--- config.mk ---
export PLATFORM = sky130hd
export DESIGN_NAME = banked_register_file_irq_entry
export DESIGN_NICKNAME = d
export VERILOG_FILES = /design/src/brf_pkg.sv /design/src/brf_reg_mem.sv /design/src/brf_psr_mem.sv /design/src/brf_decode.sv /design/src/banked_register_file_irq_entry.sv
export SDC_FILE = /design/constraint.sdc
export NUM_CORES = 2
export LEC_CHECK = 0
export ABC_AREA = 0
export BUFFER_PORTS_ARGS = -buffer_cell sky130_fd_sc_hd__clkbuf_2
export CAP_MARGIN = 0
export CELL_PAD_IN_SITES_DETAIL_PLACEMENT = 1
export CELL_PAD_IN_SITES_GLOBAL_PLACEMENT = 1
export CORE_MARGIN = 5
export CORE_UTILIZATION = 45
export CTS_BUF_LIST = sky130_fd_sc_hd__clkbuf_4 sky130_fd_sc_hd__clkbuf_8
export DETAILED_ROUTE_END_ITERATION = 12
export HOLD_SLACK_MARGIN = 0.03
export MAX_ROUTING_LAYER = met4
export PLACE_DENSITY_LB_ADDON = 0.1
export SYNTH_ARGS = -nofsm -noshare
export SYNTH_HDL_FRONTEND = slang
export SYNTH_SLANG_ARGS = --single-unit
--- constraint.sdc ---
create_clock -name clock -period 5.8 [get_ports clock]
set_input_delay 1.16 -clock clock [delete_from_list [all_inputs] [get_ports clock]]
set_output_delay 1.16 -clock clock [all_outputs]
set_load 0.1 [all_outputs]
--- src/brf_pkg.sv ---
package brf_pkg;

   localparam int REG_DEPTH = 31;
   localparam int PSR_DEPTH = 6;

   typedef logic [4:0] reg_addr_type;
   typedef logic [2:0] psr_slot_type;
   typedef logic [4:0] mode_type;

   typedef enum logic [2:0] {
      OP_READ_REG    = 3'd0,
      OP_WRITE_REG   = 3'd1,
      OP_READ_STATUS = 3'd2,
      OP_WRITE_STATUS = 3'd3,
      OP_READ_SAVED  = 3'd4,
      OP_WRITE_SAVED = 3'd5,
      OP_DECODE      = 3'd6,
      OP_IRQ_POLL    = 3'd7
   } opcode_type;

   localparam mode_type MODE_USR = 5'h10;
   localparam mode_type MODE_FIQ = 5'h11;
   localparam mode_type MODE_IRQ = 5'h12;
   localparam mode_type MODE_SVC = 5'h13;
   localparam mode_type MODE_ABT = 5'h17;
   localparam mode_type MODE_UND = 5'h1B;
   localparam mode_type MODE_SYS = 5'h1F;

   localparam int BIT_N = 31;
   localparam int BIT_Z = 30;
   localparam int BIT_C = 29;
   localparam int BIT_V = 28;
   localparam int BIT_I = 7;
   localparam int BIT_T = 5;

   localparam logic [31:0] RESET_STATUS = 32'h0000_00D3;
   localparam logic [31:0] IRQ_VECTOR   = 32'h0000_0018;

   // Bank layout: main r0..r15, FIQ r8..r14, then r13/r14 pairs of SVC, ABT, IRQ, UND
   localparam reg_addr_type PC_ADDR     = 5'd15;
   localparam reg_addr_type FIQ_BASE    = 5'd16;
   localparam reg_addr_type SVC_PAIR    = 5'd23;
   localparam reg_addr_type ABT_PAIR    = 5'd25;
   localparam reg_addr_type IRQ_PAIR    = 5'd27;
   localparam reg_addr_type UND_PAIR    = 5'd29;
   localparam reg_addr_type LR_IRQ_ADDR = 5'd28;

   localparam psr_slot_type SLOT_SHARED = 3'd0;
   localparam psr_slot_type SLOT_FIQ    = 3'd1;
   localparam psr_slot_type SLOT_SVC    = 3'd2;
   localparam psr_slot_type SLOT_ABT    = 3'd3;
   localparam psr_slot_type SLOT_IRQ    = 3'd4;
   localparam psr_slot_type SLOT_UND    = 3'd5;

   typedef struct packed {
      logic         en;
      reg_addr_type addr;
   } reg_rd_type;

   typedef struct packed {
      logic         en;
      reg_addr_type addr;
      logic [31:0]  data;
   } reg_wr_type;

   typedef struct packed {
      logic         en;
      psr_slot_type addr;
   } psr_rd_type;

   typedef struct packed {
      logic         en;
      psr_slot_type addr;
      logic [31:0]  data;
   } psr_wr_type;

   typedef struct packed {
      logic        pass;
      logic [11:0] index;
   } decode_type;

   function automatic logic mode_defined(input mode_type m);
      logic ok;
      unique case (m)
         MODE_USR, MODE_FIQ, MODE_IRQ, MODE_SVC,
         MODE_ABT, MODE_UND, MODE_SYS: ok = 1'b1;
         default: ok = 1'b0;
      endcase
      return ok;
   endfunction

   function automatic psr_slot_type psr_slot(input mode_type m);
      psr_slot_type s;
      unique case (m)
         MODE_FIQ: s = SLOT_FIQ;
         MODE_SVC: s = SLOT_SVC;
         MODE_ABT: s = SLOT_ABT;
         MODE_IRQ: s = SLOT_IRQ;
         MODE_UND: s = SLOT_UND;
         default:  s = SLOT_SHARED;
      endcase
      return s;
   endfunction

   function automatic reg_addr_type reg_addr(input mode_type m, input logic [3:0] r);
      reg_addr_type a;
      reg_addr_type pair;
      logic         banked_pair;
      a           = {1'b0, r};
      pair        = SVC_PAIR;
      banked_pair = 1'b0;
      unique case (m)
         MODE_FIQ: begin
            if (r >= 4'd8 && r != 4'd15) begin
               a = FIQ_BASE + {1'b0, r - 4'd8};
            end
         end
         MODE_SVC: begin
            pair        = SVC_PAIR;
            banked_pair = 1'b1;
         end
         MODE_ABT: begin
            pair        = ABT_PAIR;
            banked_pair = 1'b1;
         end
         MODE_IRQ: begin
            pair        = IRQ_PAIR;
            banked_pair = 1'b1;
         end
         MODE_UND: begin
            pair        = UND_PAIR;
            banked_pair = 1'b1;
         end
         default: ;
      endcase
      if (banked_pair && (r == 4'd13 || r == 4'd14)) begin
         a = pair + {4'd0, r[0] ^ 1'b1};
      end
      return a;
   endfunction

endpackage

--- src/brf_reg_mem.sv ---
module brf_reg_mem (
   input  logic                clock,
   input  logic                reset,
   input  brf_pkg::reg_rd_type rd,
   input  brf_pkg::reg_wr_type wr,
   output logic [31:0]         rd_data
);
   import brf_pkg::*;

   logic [31:0]          mem [0:REG_DEPTH-1];
   logic [REG_DEPTH-1:0] valid_ff;
   logic [31:0]          data_ff;
   logic                 hit_ff;

   // entries never written since reset read as zero
   always_ff @(posedge clock) begin
      if (reset) begin
         valid_ff <= '0;
      end else if (wr.en) begin
         valid_ff[wr.addr] <= 1'b1;
      end
   end

   always_ff @(posedge clock) begin
      if (wr.en) begin
         mem[wr.addr] <= wr.data;
      end
      if (rd.en) begin
         data_ff <= mem[rd.addr];
         hit_ff  <= valid_ff[rd.addr];
      end
   end

   assign rd_data = hit_ff ? data_ff : 32'd0;

endmodule

--- src/brf_psr_mem.sv ---
module brf_psr_mem (
   input  logic                clock,
   input  logic                reset,
   input  brf_pkg::psr_rd_type rd,
   input  brf_pkg::psr_wr_type wr,
   output logic [31:0]         rd_data
);
   import brf_pkg::*;

   logic [31:0]          mem [0:PSR_DEPTH-1];
   logic [PSR_DEPTH-1:0] valid_ff;
   logic [31:0]          data_ff;
   logic                 hit_ff;

   always_ff @(posedge clock) begin
      if (reset) begin
         valid_ff <= '0;
      end else if (wr.en) begin
         valid_ff[wr.addr] <= 1'b1;
      end
   end

   always_ff @(posedge clock) begin
      if (wr.en) begin
         mem[wr.addr] <= wr.data;
      end
      if (rd.en) begin
         data_ff <= mem[rd.addr];
         hit_ff  <= valid_ff[rd.addr];
      end
   end

   assign rd_data = hit_ff ? data_ff : 32'd0;

endmodule

--- src/brf_decode.sv ---
module brf_decode (
   input  logic [31:0]         status,
   input  logic [31:0]         word,
   output brf_pkg::decode_type dec
);
   import brf_pkg::*;

   logic n, z, c, v;
   logic cond_ok;

   assign n = status[BIT_N];
   assign z = status[BIT_Z];
   assign c = status[BIT_C];
   assign v = status[BIT_V];

   always_comb begin
      unique case (word[31:28])
         4'h0: cond_ok = z;
         4'h1: cond_ok = !z;
         4'h2: cond_ok = c;
         4'h3: cond_ok = !c;
         4'h4: cond_ok = n;
         4'h5: cond_ok = !n;
         4'h6: cond_ok = v;
         4'h7: cond_ok = !v;
         4'h8: cond_ok = c && !z;
         4'h9: cond_ok = !c || z;
         4'hA: cond_ok = (n == v);
         4'hB: cond_ok = (n != v);
         4'hC: cond_ok = !z && (n == v);
         4'hD: cond_ok = z || (n != v);
         4'hE: cond_ok = 1'b1;
         default: cond_ok = 1'b0;
      endcase
   end

   // Thumb words always pass and index on bits 15:6
   always_comb begin
      if (status[BIT_T]) begin
         dec.pass  = 1'b1;
         dec.index = {2'b00, word[15:6]};
      end else begin
         dec.pass  = cond_ok;
         dec.index = {word[27:20], word[7:4]};
      end
   end

endmodule

--- src/banked_register_file_irq_entry.sv ---
// A request accepted while idle is registered and executed in ST_EXEC; its result is
// then registered and strobed. No new request is taken while busy; an IRQ poll that
// takes the interrupt holds busy through ST_PC_WRITE, as the register memory has a single write port.
// Reset clears the control state and the memory valid bits; the status word
// returns to 0xD3 (supervisor, interrupts masked). Results cannot be stalled.
module banked_register_file_irq_entry (
   input  logic        clock,
   input  logic        reset,
   input  logic        start,
   output logic        busy,
   input  logic [2:0]  req_opcode,
   input  logic [3:0]  req_reg_index,
   input  logic [31:0] req_data,
   input  logic [15:0] req_irq_enable,
   input  logic [15:0] req_irq_flags,
   input  logic        req_master_enable,
   output logic        rsp_strobe,
   output logic [31:0] rsp_read_data,
   output logic        rsp_cond_pass,
   output logic [11:0] rsp_table_index,
   output logic        rsp_wake,
   output logic        rsp_irq_taken,
   output logic        rsp_bad_mode
);
   import brf_pkg::*;

   typedef enum logic [1:0] {
      ST_IDLE,
      ST_EXEC,
      ST_PC_WRITE
   } state_type;

   state_type   state_ff, state_in;
   logic [31:0] status_ff, status_in;

   // request held across the memory read
   opcode_type  op_ff;
   logic [3:0]  index_ff;
   logic [31:0] data_ff;
   logic        pending_ff;
   logic        master_ff;

   logic        strobe_ff;
   logic [31:0] read_data_ff, read_data_in;
   logic        pass_ff, pass_in;
   logic [11:0] table_ff, table_in;
   logic        wake_ff, wake_in;
   logic        taken_ff, taken_in;
   logic        bad_ff, bad_in;

   logic        accept;
   mode_type    mode;
   reg_rd_type  reg_rd;
   reg_wr_type  reg_wr;
   psr_rd_type  psr_rd;
   psr_wr_type  psr_wr;
   logic [31:0] reg_q;
   logic [31:0] psr_q;
   decode_type  dec;

   assign accept = start && !busy;
   assign busy   = (state_ff != ST_IDLE);
   assign mode   = status_ff[4:0];

   // Issue the reads at acceptance: the status word cannot change before the
   // data is used, so the banked address picked here stays correct. Decode and
   // poll read the PC for the advance and for the link value.
   always_comb begin
      reg_rd.en   = accept;
      reg_rd.addr = (opcode_type'(req_opcode) == OP_READ_REG)
                    ? reg_addr(mode, req_reg_index) : PC_ADDR;
      psr_rd.en   = accept;
      psr_rd.addr = psr_slot(mode);
   end

   brf_reg_mem u_reg_mem (
      .clock   (clock),
      .reset   (reset),
      .rd      (reg_rd),
      .wr      (reg_wr),
      .rd_data (reg_q)
   );

   brf_psr_mem u_psr_mem (
      .clock   (clock),
      .reset   (reset),
      .rd      (psr_rd),
      .wr      (psr_wr),
      .rd_data (psr_q)
   );

   brf_decode u_decode (
      .status (status_ff),
      .word   (data_ff),
      .dec    (dec)
   );

   // Execute: modify the read data and write back. IRQ entry writes the IRQ
   // link register here and the PC in the following cycle.
   always_comb begin
      state_in     = state_ff;
      status_in    = status_ff;
      reg_wr       = '0;
      psr_wr       = '0;
      read_data_in = 32'd0;
      pass_in      = 1'b0;
      table_in     = 12'd0;
      wake_in      = 1'b0;
      taken_in     = 1'b0;
      bad_in       = 1'b0;

      unique case (state_ff)
         ST_IDLE: begin
            if (accept) begin
               state_in = ST_EXEC;
            end
         end
         ST_EXEC: begin
            state_in = ST_IDLE;
            case (op_ff)
               OP_READ_REG: begin
                  read_data_in = reg_q;
               end
               OP_WRITE_REG: begin
                  reg_wr.en   = 1'b1;
                  reg_wr.addr = reg_addr(mode, index_ff);
                  reg_wr.data = data_ff;
               end
               OP_READ_STATUS: begin
                  read_data_in = status_ff;
               end
               OP_WRITE_STATUS: begin
                  status_in = data_ff;
                  bad_in    = !mode_defined(data_ff[4:0]);
               end
               OP_READ_SAVED: begin
                  read_data_in = psr_q;
               end
               OP_WRITE_SAVED: begin
                  psr_wr.en   = 1'b1;
                  psr_wr.addr = psr_slot(mode);
                  psr_wr.data = data_ff;
               end
               OP_DECODE: begin
                  pass_in  = dec.pass;
                  table_in = dec.index;
                  // failed ARM condition: advance the PC past the word
                  if (!dec.pass) begin
                     reg_wr.en   = 1'b1;
                     reg_wr.addr = PC_ADDR;
                     reg_wr.data = reg_q + 32'd4;
                  end
               end
               OP_IRQ_POLL: begin
                  wake_in = !status_ff[BIT_I] && pending_ff;
                  if (wake_in && master_ff) begin
                     taken_in          = 1'b1;
                     psr_wr.en         = 1'b1;
                     psr_wr.addr       = SLOT_IRQ;
                     psr_wr.data       = status_ff;
                     status_in[4:0]    = MODE_IRQ;
                     status_in[BIT_I]  = 1'b1;
                     status_in[BIT_T]  = 1'b0;
                     reg_wr.en         = 1'b1;
                     reg_wr.addr       = LR_IRQ_ADDR;
                     reg_wr.data       = reg_q + (status_ff[BIT_T] ? 32'd2 : 32'd4);
                     state_in          = ST_PC_WRITE;
                  end
               end
               default: ;
            endcase
         end
         ST_PC_WRITE: begin
            reg_wr.en   = 1'b1;
            reg_wr.addr = PC_ADDR;
            reg_wr.data = IRQ_VECTOR;
            state_in    = ST_IDLE;
         end
         default: state_in = ST_IDLE;
      endcase
   end

   // state, status word and the result strobe
   always_ff @(posedge clock) begin
      if (reset) begin
         state_ff  <= ST_IDLE;
         status_ff <= RESET_STATUS;
         strobe_ff <= 1'b0;
      end else begin
         state_ff  <= state_in;
         status_ff <= status_in;
         strobe_ff <= (state_ff == ST_EXEC);
      end
   end

   // request and result payload
   always_ff @(posedge clock) begin
      if (accept) begin
         op_ff      <= opcode_type'(req_opcode);
         index_ff   <= req_reg_index;
         data_ff    <= req_data;
         pending_ff <= |(req_irq_enable & req_irq_flags);
         master_ff  <= req_master_enable;
      end
      if (state_ff == ST_EXEC) begin
         read_data_ff <= read_data_in;
         pass_ff      <= pass_in;
         table_ff     <= table_in;
         wake_ff      <= wake_in;
         taken_ff     <= taken_in;
         bad_ff       <= bad_in;
      end
   end

   assign rsp_strobe      = strobe_ff;
   assign rsp_read_data   = read_data_ff;
   assign rsp_cond_pass   = pass_ff;
   assign rsp_table_index = table_ff;
   assign rsp_wake        = wake_ff;
   assign rsp_irq_taken   = taken_ff;
   assign rsp_bad_mode    = bad_ff;

   // accepted request always enters execute next
   a_accept_exec: assert property (@(posedge clock) disable iff (reset)
      accept |=> (state_ff == ST_EXEC))
      else $error("accepted request did not reach execute");

   // taken interrupt leaves the PC write pending alongside its result
   a_taken_pc: assert property (@(posedge clock) disable iff (reset)
      (rsp_strobe && rsp_irq_taken) |-> (state_ff == ST_PC_WRITE && busy))
      else $error("irq entry without pending PC write");

   // IRQ entry implies wake and leaves IRQ mode with I set
   a_taken_mode: assert property (@(posedge clock) disable iff (reset)
      (rsp_strobe && rsp_irq_taken) |->
         (rsp_wake && status_ff[4:0] == MODE_IRQ && status_ff[BIT_I]))
      else $error("irq entry left wrong status");

   // at most one write per memory cycle target: PC write only after execute
   a_pc_write: assert property (@(posedge clock) disable iff (reset)
      (state_ff == ST_PC_WRITE) |-> $past(state_ff == ST_EXEC))
      else $error("PC write state entered out of order");

endmodule

Word-level counts from Yosys, hierarchy flattened

Memories as Yosys holds them, arrays and structs flattened. A register that Yosys moved wholly into a read port is not among the register bits.
Index checks and enable logic that the tools add are counted.

Reductions and logical operators: 34
Equality and inequality tests: 45
Add/subtract/negate cells: 8
Bitwise gates (word level): 6
Mux-type cells: 51
Order comparisons: 8

Operators with widths:

| kind                  | number |
|---|---|
| $pmux 38 s3           | 1 |
| $pmux 32 s3           | 1 |
| $mux 38               | 2 |
| $pmux 38 s2           | 1 |
| $mux 36               | 2 |
| $pmux 36 s2           | 1 |
| $mux 32               | 2 |
| $eq 5x5->1 const B    | 12 |
| $mux 5                | 9 |
| $eq 4x4->1 const B    | 11 |
| $add 32x3->32         | 1 |
| $add 32x3->32 const B | 1 |
| $or 31x31->31         | 1 |
| $and 16x16->16        | 1 |
| $eq 4x3->1 const B    | 4 |
| $mux 1                | 16 |
| $reduce_or 16->1      | 1 |
| $pmux 1 s15           | 1 |
| $pmux 3 s5            | 1 |
| $mux 13               | 1 |
| $eq 3x3->1 const B    | 4 |
| $lt 5x6->1 const B    | 2 |
| $pmux 4 s3            | 1 |
| $pmux 6 s2            | 1 |
| 40 further kinds      | 74 |

Memories: 2
Input bits: 75
Flip-flop bits (word level): 163
Output and inout port bits: 50
RAM bits: 1,184

Memory list:

| memory        | depth | width | read ports | clocked after memory_dff | wr ports | line              | text |
|---|---|---|---|---|---|---|---|
| u_reg_mem.mem | 31    | 32    | 1          | 1                        | 1        | brf_reg_mem.sv:10 | `logic [31:0] mem [0:REG_DEPTH-1];` |
| u_psr_mem.mem | 6     | 32    | 1          | 1                        | 1        | brf_psr_mem.sv:10 | `logic [31:0] mem [0:PSR_DEPTH-1];` |

Longest topological paths before layout

Depth after elaboration: 14
Mapped depth: 17
Depth with buffers taken out: 12

Hierarchy

From an unflattened synthesis, not the netlist that was laid out.

Cells, all modules: 3,357
Area, all modules: 57,622.8 µm²

Modules (own cells, without submodules):

| module                         | times used | cells each | sequential area each (µm²) | area each (µm²) |
|---|---|---|---|---|
| brf_reg_mem                    | 1          | 2,040      | 31,400.1                   | 40,573.9 |
| brf_psr_mem                    | 1          | 402        | 6,876.6                    | 8,931.1 |
| banked_register_file_irq_entry | 1          | 887        | 3,373.2                    | 7,880.1 |
| brf_decode                     | 1          | 28         | 0.0                        | 237.7 |

Worst setup path before layout

No wires, ideal clock.

Kind: reg-to-reg
Start: register state_ff[1]
End: memory u_psr_mem.mem[2][0], enable pin
Path slack: -0.134 ns
Arrival: 5.429 ns
Setup time: 0.505 ns
Clock period less this slack: 5.934 ns
Data required time: 5.295 ns
Stages on the path, launching flop included: 6
Cells stage by stage: dfxtp_1 inv_1 ha_1 clkbuf_1 nand3_1 nor4_1

Longest elaborated chain between the ends: 4

RTL lines:

| what                         | line                                  | text |
|---|---|---|
| from (decl)                  | banked_register_file_irq_entry.sv:33  | `state_type state_ff, state_in;` |
| from (signal assigned)       | banked_register_file_irq_entry.sv:190 | `state_ff <= state_in;` |
| $eq 2x1->1 *                 | banked_register_file_irq_entry.sv:112 | `unique case (state_ff)` |
| $mux 36 *                    | banked_register_file_irq_entry.sv:112 |  |
| $mux 1                       | brf_psr_mem.sv:24                     | `if (wr.en) begin` |
| $mux 1 (not written as such) | brf_psr_mem.sv:25                     | `mem[wr.addr] <= wr.data;` |
| to (decl)                    | brf_psr_mem.sv:10                     |  |

Every way passes the cells marked *; elsewhere a longest branch is shown, timed or not.

Worst setup path after layout

Start: register status_ff[3]
End: memory u_reg_mem.mem[9][7], enable pin

Longest elaborated chain between the ends: 9

RTL lines:

| what                                                                | line                                  | text |
|---|---|---|
| from (decl)                                                         | banked_register_file_irq_entry.sv:34  | `logic [31:0] status_ff, status_in;` |
| from (signal assigned)                                              | banked_register_file_irq_entry.sv:191 | `status_ff <= status_in;` |
| parallel branches: the longest is 6 deep, another holds $add 5x1->5 | --                                    |  |
| $mux 5 *                                                            | brf_pkg.sv:136                        | `if (banked_pair && (r == 4'd13 \|\| r == 4'd14)) begin` |
| $pmux 38 s3 *                                                       | banked_register_file_irq_entry.sv:120 | `case (op_ff)` |
| $pmux 38 s2 *                                                       | banked_register_file_irq_entry.sv:112 |  |
| to (decl)                                                           | brf_reg_mem.sv:10                     |  |

Mark *: on every way between the ends. The select of a mux whose other input is x is not followed.

==> reports/metrics.cfg <==
[clock_network]
htreeDepth=4
post_cts_hold_buffer_count=0
cts.sinks=1411
cts_made_buffers=228
cts_resized=0
post-cts-setup-buffer-count=0
tritoncts=built
clock_latency_ns=0.94
clock_path_buffers=3
cts_root_buffer=clkbuf_8
cts_clock_pin_slew_for_the_worst_setup_and_hold_paths_ns=0.07

[placed_design]
finalWeightedCongestion=0.8373
post-place-ws_ns=1.003
dp_hpwl_um=112000
port_buffers=124

[grt]
grt_start_max_net_pins=108
grt_util_all_layers=0.2905
first_pass_grt_wire_length_um=279700
grt_pass1_vias=39930
antenna_found_initial=4
overflow=0

[worst_setup_path]
critPathArrivalTime_ns=5.44
cp.required_ns=6.39
highest_delay_cell_along_the_critical_path=or4_1
crit_chain=xnor2_1, nor2_1, inv_1, ha_1, or4_1, a21oi_1, nor2_1, or4_1, nor2_4, buf_4
critical_path_s_largest_stage_delay_ns=0.91
reg2regPathDepth=10
reg2reg_from=status_ff[3]
timing.reg2reg.setup_slack_ns=0.95
worst_setup_path_start_kind=flip-flop
worst_r2r_endpoint=u_reg_mem.mem[9][7]
path_class=flip-flop to flip-flop
setup.worst_path.end_class=flip-flop
setup.worst_path.start=status_ff[3]
critPathMaxFanout=16

[synth]
sequential_fraction_of_the_synthesis_area=0.7261
syn_nets=4499
syn-mean-instance-area_um2=12.99
synth_cell_types=74
ys_warn_count=0
async_flop_share=0
synth_enable_flop_cells=1339
syn_inst=4415
netlist_area_um2=57370
synth-seq-cells=1411
synth-main-ff-cell=edfxtp_1

[sta]
fin_crit_sh=0.8364
drv_slew=0
post_route_skew_ns=0.06268
fin_ws_ns=0.9488
finalCriticalPeriod_ns=4.851
max_freq_ghz=0.2061
max_slew.worst_pin.slew_ns=1.343
setup-violations-final=0
max-slew-margin-rel=0.1034
grt_setup_unrepaired=false
timing.final.hold_violations=0

[finish]
mostFrequentLayoutCell=edfxtp_1
area_growth_pct=13.97
num-fill-cells=12710
final_core_util=0.5140
fraction_of_final_layout_cells_with_drive_strength_greater_than_1=0.1553
most-common-layout-cells=edfxtp_1 (1339), nand2_1 (1002), nand3_1 (269)
nNetsFinal=4716

[route]
detail_route.wirelength_um=193500
routed-via-count=39410
drcViolationCount=0
detailedRoute.firstPassIterationCount=8
antenna_violating_nets_post_route=0
via_per_inst=6.072
initialDrtViolationCount=3927
avgRoutedWirePerCell_um=29.82

[floorplanning]
core_region_area_um2=127200
num_rows=131
dieWidth_um=367.0
die_h_um=367.0
top_level_ports=125
floorplan.initialDensity=0.4510
die_area_um2=134700

[power]
p_per_area_nw_per_um2=314.6
power.static_leakage_nw=21.53
vdd.ir_drop.worst_mv=0.2047
p_total_mw=20.57

[min_path]
hold_path_end=data_ff[27]
cell_count_of_the_worst_hold_path=1
min_path_type=primary input to flip-flop
min_from=req_data[27]

[status]
run_status=completed

[job]
number_of_maximum_capacitance_constraint_violations=0

==> where the power goes <==
group / total, mW / internal, mW / leakage (nW) / switching, mW
sequential: 11.2 / 11.1 / 11.1 / 0.102
clock: 8.45 / 4.39 / 2.37 / 4.07
combinational: 0.908 / 0.234 / 8.09 / 0.674
total: 20.6 / 15.7 / 21.5 / 4.84
==> sequential cells by signal, indices dropped and copies added, names as in the netlist <==
register and cells:
data_ff 32, index_ff 4, master_ff 1, op_ff 3
pending_ff 1, rsp_bad_mode 1, rsp_cond_pass 1, rsp_irq_taken 1
rsp_read_data 32, rsp_strobe 1, rsp_table_index 12, rsp_wake 1
state_ff 2, status_ff 32, u_psr_mem.data_ff 32, u_psr_mem.hit_ff 1
u_psr_mem.mem 192, u_psr_mem.valid_ff 6, u_reg_mem.data_ff 32, u_reg_mem.hit_ff 1
u_reg_mem.mem 992, u_reg_mem.valid_ff 31
==> stage by stage <==
stage	instances	TNS [ns]	hold slack, ns	area [µm²]
after floorplan	4415	-8.545	0.4258	57370
after global placement	6064	0	0.4395	60920
after detailed placement	6064	0	0.4378	60920
after CTS	6485	0	0.3174	65360
after global routing	6489	0	0.3400	65380
final	6490	0	0.4043	65380
==> worst max-delay path, delay by kind of cell (launching register included) <==
kind	cells	cell delay, ns
compound gates	1	0.30
buf+inv	2	0.53
flops	1	0.75
fa+ha+maj	1	0.24
xor+xnor	1	0.20
simple gates	5	2.48
==> cell usage after synthesis (10+ instances only) <==
cell,instances,area share
buf_2,51,0.0044
inv_1,28,0.0018
edfxtp_1,1339,0.70
a21oi_1,155,0.014
nand4_1,75,0.0082
xnor2_1,30,0.0046
nand3_1,272,0.024
mux2i_1,133,0.023
o22ai_1,59,0.0064
nor3b_1,10,0.0013
a22oi_1,70,0.0092
dfxtp_1,72,0.025
a221oi_1,40,0.0061
nor2_1,240,0.016
o41ai_1,38,0.0058
a222oi_1,24,0.0042
a31oi_1,119,0.013
nand2_1,1008,0.066
nor3_1,60,0.0052
o31a_1,34,0.0052
o31ai_1,11,0.0014
buf_1,25,0.0016
o21ai_0,74,0.0065
nand2b_1,22,0.0024
o211ai_1,40,0.0052
clkbuf_1,216,0.014
and3_1,16,0.0017
xor2_1,30,0.0046
==> how the worst max path moves through the flow <==
stage,to,slack (ns),depth (start not counted)
after floorplan,u_psr_mem.mem[2][0],-0.13,5
after global placement,u_reg_mem.mem[9][0],1.06,10
after CTS,u_reg_mem.mem[9][7],1.0,10
final,u_reg_mem.mem[9][7],0.95,10
after global routing,u_reg_mem.mem[9][7],0.72,10
after detailed placement,u_reg_mem.mem[9][1],1.00,10
==> cells by family after synthesis <==
group / share of synthesized area
AND/OR/NAND/NOR: 0.1320
flip-flops: 0.7261
AO/OA/AOI/OAI: 0.08478
buffers and inverters: 0.02225
multiplexers: 0.02340
XOR/XNOR: 0.009444
adder cells (fa/ha/maj): 0.002094
==> per-layer routing <==
layer | vias up | wire length, µm | track usage | share of wire
met1 | 20490 | 82240 | 0.3875 | 0.42
li1 | 17000 | - | - | -
met3 | 357 | 12870 | 0.04531 | 0.067
met2 | 1556 | 92720 | 0.4643 | 0.48
met5 | - | 0 | - | 0
met4 | 0 | 5682 | 0.08897 | 0.029
==> area by class of cell <==
type,instances,area [µm²],area share
flip-flops and latches,1411,41650,0.6370
multi-input cells,2683,15020,0.2297
clock buffers,316,3842,0.05877
well taps,1662,2079,0.03181
repair buffers,280,2067,0.03161
clock inverters,105,605.6,0.009262
inverters,28,105.1,0.001608
diodes,5,12.51,0.0001914
No activity file was read; power rests on OpenSTA's default activity.
